**config.mk**
```make
export PLATFORM = sky130hd
export DESIGN_NAME = wtam_ctrl
export DESIGN_NICKNAME = d
export VERILOG_FILES = /design/src/rtl/core/wtam_pkg.sv /design/src/rtl/core/wtam_ctrl.sv
export SDC_FILE = /design/constraint.sdc
export NUM_CORES = 1
export LEC_CHECK = 0
export BUFFER_PORTS_ARGS = -buffer_cell sky130_fd_sc_hd__buf_4
export CORE_AREA = 2 2 39 41
export DETAILED_ROUTE_END_ITERATION = 16
export DIE_AREA = 0 0 41 43
export HOLD_SLACK_MARGIN = 0.1
export PLACE_DENSITY = 0.67
export SETUP_SLACK_MARGIN = 0.5
export SYNTH_ARGS = -nofsm -noshare
export SYNTH_HDL_FRONTEND = slang
export SYNTH_SLANG_ARGS = --single-unit
```
**constraint.sdc**
```tcl
create_clock -name clk -period 2.2 [get_ports clk]
set_input_delay 0 -clock clk [delete_from_list [all_inputs] [get_ports clk]]
set_output_delay 0 -clock clk [all_outputs]
set_load 0.05 [all_outputs]
```
**src/rtl/core/wtam_pkg.sv**
```systemverilog
// Shared types and constants of the weighted top-k accuracy block.
// No dependencies.
package wtam_pkg;

  localparam int unsigned CFG_ADDR_W = 2;
  localparam int unsigned CFG_DATA_W = 16;
  localparam int unsigned TOP_K_W    = 9;
  localparam int unsigned NIMG_W     = 16;
  localparam int unsigned SUM_W      = 48;
  localparam int unsigned DCNT_W     = 6;

  localparam logic [CFG_ADDR_W-1:0] REG_TOP_K      = 2'd0;
  localparam logic [CFG_ADDR_W-1:0] REG_NUM_IMAGES = 2'd1;

  typedef struct packed {
    logic signed [31:0] score;
    logic [7:0]         gt_label;
    logic signed [31:0] pixel_weight;
    logic               last_class;
    logic               last_pixel;
  } in_item_t;

  typedef struct packed {
    logic signed [31:0] accuracy;
    logic               saturated;
  } out_item_t;

  typedef struct packed {
    logic store;
    logic rd_ref;
    logic cap_ref;
    logic scan_start;
    logic scan;
    logic acc;
    logic div_init;
    logic div_step;
    logic load_out;
  } cmd_t;

  typedef struct packed {
    logic scan_done;
    logic last_pixel;
    logic div_last;
    logic out_free;
  } sts_t;

endpackage

```
**src/rtl/core/wtam_ctrl.sv**
```systemverilog
// Sequencer of the weighted top-k accuracy block.
// Depends on wtam_pkg for the command and status structs.
module wtam_ctrl (
  input  logic          clk,
  input  logic          rst_n,
  input  logic          in_valid,
  input  logic          in_last_class,
  output logic          in_ready,
  input  wtam_pkg::sts_t sts,
  output wtam_pkg::cmd_t cmd
);

  typedef enum logic [7:0] {
    S_IDLE  = 8'b0000_0001,
    S_REF   = 8'b0000_0010,
    S_REFW  = 8'b0000_0100,
    S_SCAN  = 8'b0000_1000,
    S_ACC   = 8'b0001_0000,
    S_DINIT = 8'b0010_0000,
    S_DIV   = 8'b0100_0000,
    S_FIN   = 8'b1000_0000
  } state_t;

  state_t state_r, state_nxt;
  logic   accept;

  assign in_ready = (state_r == S_IDLE);
  assign accept   = in_valid && in_ready;

  always_comb begin
    state_nxt = state_r;
    cmd       = '0;
    unique case (state_r)
      S_IDLE: begin
        cmd.store = accept;
        if (accept && in_last_class) begin
          state_nxt = S_REF;
        end
      end
      S_REF: begin
        cmd.rd_ref = 1'b1;
        state_nxt  = S_REFW;
      end
      S_REFW: begin
        cmd.cap_ref    = 1'b1;
        cmd.scan_start = 1'b1;
        state_nxt      = S_SCAN;
      end
      S_SCAN: begin
        cmd.scan = 1'b1;
        if (sts.scan_done) begin
          state_nxt = S_ACC;
        end
      end
      S_ACC: begin
        cmd.acc   = 1'b1;
        state_nxt = sts.last_pixel ? S_DINIT : S_IDLE;
      end
      S_DINIT: begin
        cmd.div_init = 1'b1;
        state_nxt    = S_DIV;
      end
      S_DIV: begin
        cmd.div_step = 1'b1;
        if (sts.div_last) begin
          state_nxt = S_FIN;
        end
      end
      S_FIN: begin
        cmd.load_out = sts.out_free;
        if (sts.out_free) begin
          state_nxt = S_IDLE;
        end
      end
      default: begin
        state_nxt = S_IDLE;
      end
    endcase
  end

  always_ff @(posedge clk) begin
    if (!rst_n) begin
      state_r <= S_IDLE;
    end else begin
      state_r <= state_nxt;
    end
  end

endmodule

```
-- After elaboration in Yosys (flattened, before gate mapping)
Cells that the tools add are included.
- bitwise gates (word level): 0
- div/mod/pow operators: 0
- equal/unequal tests: 12
- reduce and logical (&&, ||, !) cells: 3
- shifts and indexed selects: 0
- $lt $le $gt $ge: 0
- multiplexer cells: 14
- multipliers: 0
- add/subtract/negate cells: 0
- operator list (cell ; number):
    8-bit case mux with 8 select lines ; 1
    8-bit 2-to-1 mux ; 4
    8-bit by 1-bit == test with 1-bit output (second input constant) ; 1
    8-bit by 2-bit == test with 1-bit output (second input constant) ; 1
    8-bit by 3-bit == test with 1-bit output (second input constant) ; 1
    8-bit by 4-bit == test with 1-bit output (second input constant) ; 1
    8-bit by 5-bit == test with 1-bit output (second input constant) ; 1
    8-bit by 6-bit == test with 1-bit output (second input constant) ; 1
    8-bit by 7-bit == test with 1-bit output (second input constant) ; 1
    8-bit == test (second input constant) ; 1
    1-bit 2-to-1 mux ; 7
    6-bit 2-to-1 mux ; 1
    2-bit inequality test (second input constant) ; 3
    4-bit AND reduction ; 1
    1-bit logical AND ; 2
    2-bit 2-to-1 mux ; 1
    2-bit by 1-bit inequality test with 1-bit output (second input constant) ; 1
- bits in registers: 8
- bits in writable memories: 0
- memories: 0
- memory bits (read-only): 0
- logic and storage cells: 30
- output and inout port bits: 10
- latch bits: 0

-- Longest topological paths before layout
- depth in word-level cells: 5
- mapped depth: 6

-- Worst setup path after synthesis
No wires, ideal clock.
- path type: reg2out
- start point: register state_r[1]
- end point: output port cmd[0] (netlist bit)
- arrival time: 2.454 ns
- data required time: 2.200 ns
- buffers on the path: 0
- stages on the path, launching flop included: 4
- slack: -0.254 ns
- cells stage by stage: dfxtp_1 -> nor4_2 -> nand2_1 -> nor4b_1
- RTL lines (what ; line ; RTL):
    from (decl) ; wtam_ctrl.sv:24 ; state_t state_r, state_nxt;
    from (signal assigned) ; wtam_ctrl.sv:85 ; state_r <= state_nxt;
    to (decl) ; wtam_ctrl.sv:10 ; output wtam_pkg::cmd_t cmd

==> qor.yml <==
path_buf_inv: 1
synth.avg_cell_area_um2: 8.28
grt_usage_pct: 19.0
wirelength_met1_um: 618
min_period_over_period_pct: 74.5
setup_violations: 0
p_leak_nw: 0.370
syn_nets: 74
numClockSinks: 8
drive_above_1_share_pct: 45.3
powerDensity_mw_per_mm2: 433
rr_worst_depth: 4
ir_worst_vdd_mv: 0.376
post-route-util_pct: 61.9
worst_pin_slew_ns: 0.455
wl_met2_um: 760
clockBufferDepth: 2
io_buffers: 17
dp_hpwl_um: 1020
core_area_mm2: 0.00138
grt_overflow_total: 0
synth-seq-cells: 8
io_pins: 18
dp_cells: 97
switchingPower_mw: 0.106
final_cells: 111
hold_viol_final: 0
gp_congestion: 0.737
synthCells: 66
critPathMaxFanout: 8
nets: 104
routed_wl_um: 1460
path_clk_slew_ns: 0.06
grt_pass1_vias: 531
max_stage_delay_ns: 0.37
worstPathRequired_ns: 2.20
largestRegisters: "state_r x8"
critPathKind: "flop to primary output"
yosysWarnings: 0
rsz0062_at_grt: "false"
cts-root-buf: "clkbuf_4"
area_delta_synth_final_pct: 56.8
p_int_mw: 0.265
vias: 591
holdWs_ns: 0.146
syn_area_um2: 547
dieArea_mm2: 0.00176
ys_types: 29
placementRows: 14
ys_top_cells_by_count: "dfxtp_1 (8), nor2_1 (8), nand2_1 (7)"
outcome: "finished, final reports clean"
antenna_cells: 0
yosysTopAreaCellShare_pct: 29.3
initial_core_util_pct: 39.5
chipWidth_um: 41
netlist.top_cell.by_area: "dfxtp_1"
largest_register: "state_r"
ys.flop_type: "dfxtp_1"
endpoint_kind: "primary output"
clockPowerShare_pct: 32.7
synth_async_sr_flop_share_pct: 0
cp-start-kind: "flop"
finalSetupTns_ns: 0
wl_met3_um: 70
htree_levels: 1
grt_pass1_wl_um: 2260
maxCapViolCount: 0
hold_depth: 4
route.detailed.drc: 0
slew_headroom_pct: 69.3
crit_family: "simple AND/OR/NAND/NOR gates"
cp_slowest_cell: "dfxtp_2"
antenna_found_initial: 0
top_layer: "met4"
clk_latency_ns: 0.25
fmaxAchievable_mhz: 610
finalPower_mw: 0.371
combPwrFrac_pct: 25.7
cp_cell_sequence: "nor4_4 -> nand2_2 -> nor3b_4 -> and2_4 -> buf_4"
dieHeight_um: 43
drt_iter0_drc: 9
grt_max_degree: 11
post_drt_wl_per_cell_um: 13.1
synth.area.top_cells: "dfxtp_1 (29%), nor2_1 (5.5%), nand2_1 (4.8%)"
vias_per_cell: 5.32
first_pass_iters: 5
switching_share_pct: 28.5
cts_tree: "yes"
cts_buffers: 3
final.min_clock_period_ns: 1.64
hold_path.class: "input pin to flop"
p_seq_share_pct: 41.7
largest_reg_flops: 8
arrival_ns: 1.64
crit_cells: 5
yosysSeqAreaShare_pct: 29.3
skew_ns: 0.00153
maxSlewViolCount: 0
ant_nets: 0
synth_edf_count: 0
worst paths after layout:
check                     to        from  slack, ns
setup / recovery      cmd[8]  state_r[2]       0.56
setup reg to reg  state_r[1]  state_r[4]       0.59
hold / removal    state_r[7]      sts[0]       0.15
hold reg to reg   state_r[5]  state_r[1]       0.61
power groups by stage:
stage               logic, mW  registers, mW  clock network, mW
floorplan              0.0524          0.156                  0
CTS                    0.0845          0.155              0.125
global route            0.100          0.155              0.131
finish                 0.0952          0.155              0.121
global placement       0.0754          0.158                  0
detailed placement     0.0757          0.158                  0
worst min-delay path, stage by stage:
cell and delay, ns:
buf_4 0.09, nor3b_1 0.05, a31oi_1 0.16, nor3_1 0.05
logic make-up (layout without fill, tap and decap cells):
group,Yosys count,after routing,synth area share (%)
XOR/XNOR,1,1,1.60
AND/OR/NAND/NOR,41,41,51.0
buffers and inverters,7,36,5.72
AO/OA/AOI/OAI,9,9,12.4
flip-flops,8,8,29.3
cells in the final DEF (no fill, tap or decap), types with 3 or more instances in the layout:
cell type,Yosys,layout
dfxtp_2,0,3
inv_1,5,5
nor3_1,5,4
dfxtp_1,8,4
nor2_1,8,8
buf_4,1,21
dlygate4sd3_1,0,6
clkbuf_4,0,3
nand2_1,7,5
layout make-up:
type	count	area [um^2]
Timing Repair Buffer	27	218
Multi-Input combinational cell	51	407
Fill cell	126	527
Inverter	5	18.8
Sequential cell	8	168
Tap cell	16	20.0
Clock buffer	4	26.3
through the flow:
step	area, um^2	worst slack (ns)
2_1_floorplan	594	0.470
3_3_place_gp	729	0.680
3_5_place_dp	729	0.644
4_1_cts	821	0.484
5_1_grt	857	0.496
6_report	857	0.561
per-layer routing:
metal / vias up / global-route usage, %
met3: 2 / 1.57
met2: 21 / 28.7
met4: 0 / 10.0
met5: - / 0
li1: 296 / -
met1: 272 / 25.4
what timing repair did:
action | CTS | global route
resized for setup | 1 | 4
setup buffers | 0 | 4
gates cloned | 0 | 0
endpoints found under the setup margin | 2 | 8
hold endpoints to repair | 6 | 0
hold buffers | 6 | 0
pin swaps | 0 | 4
Power figures use the tool's default switching activity.
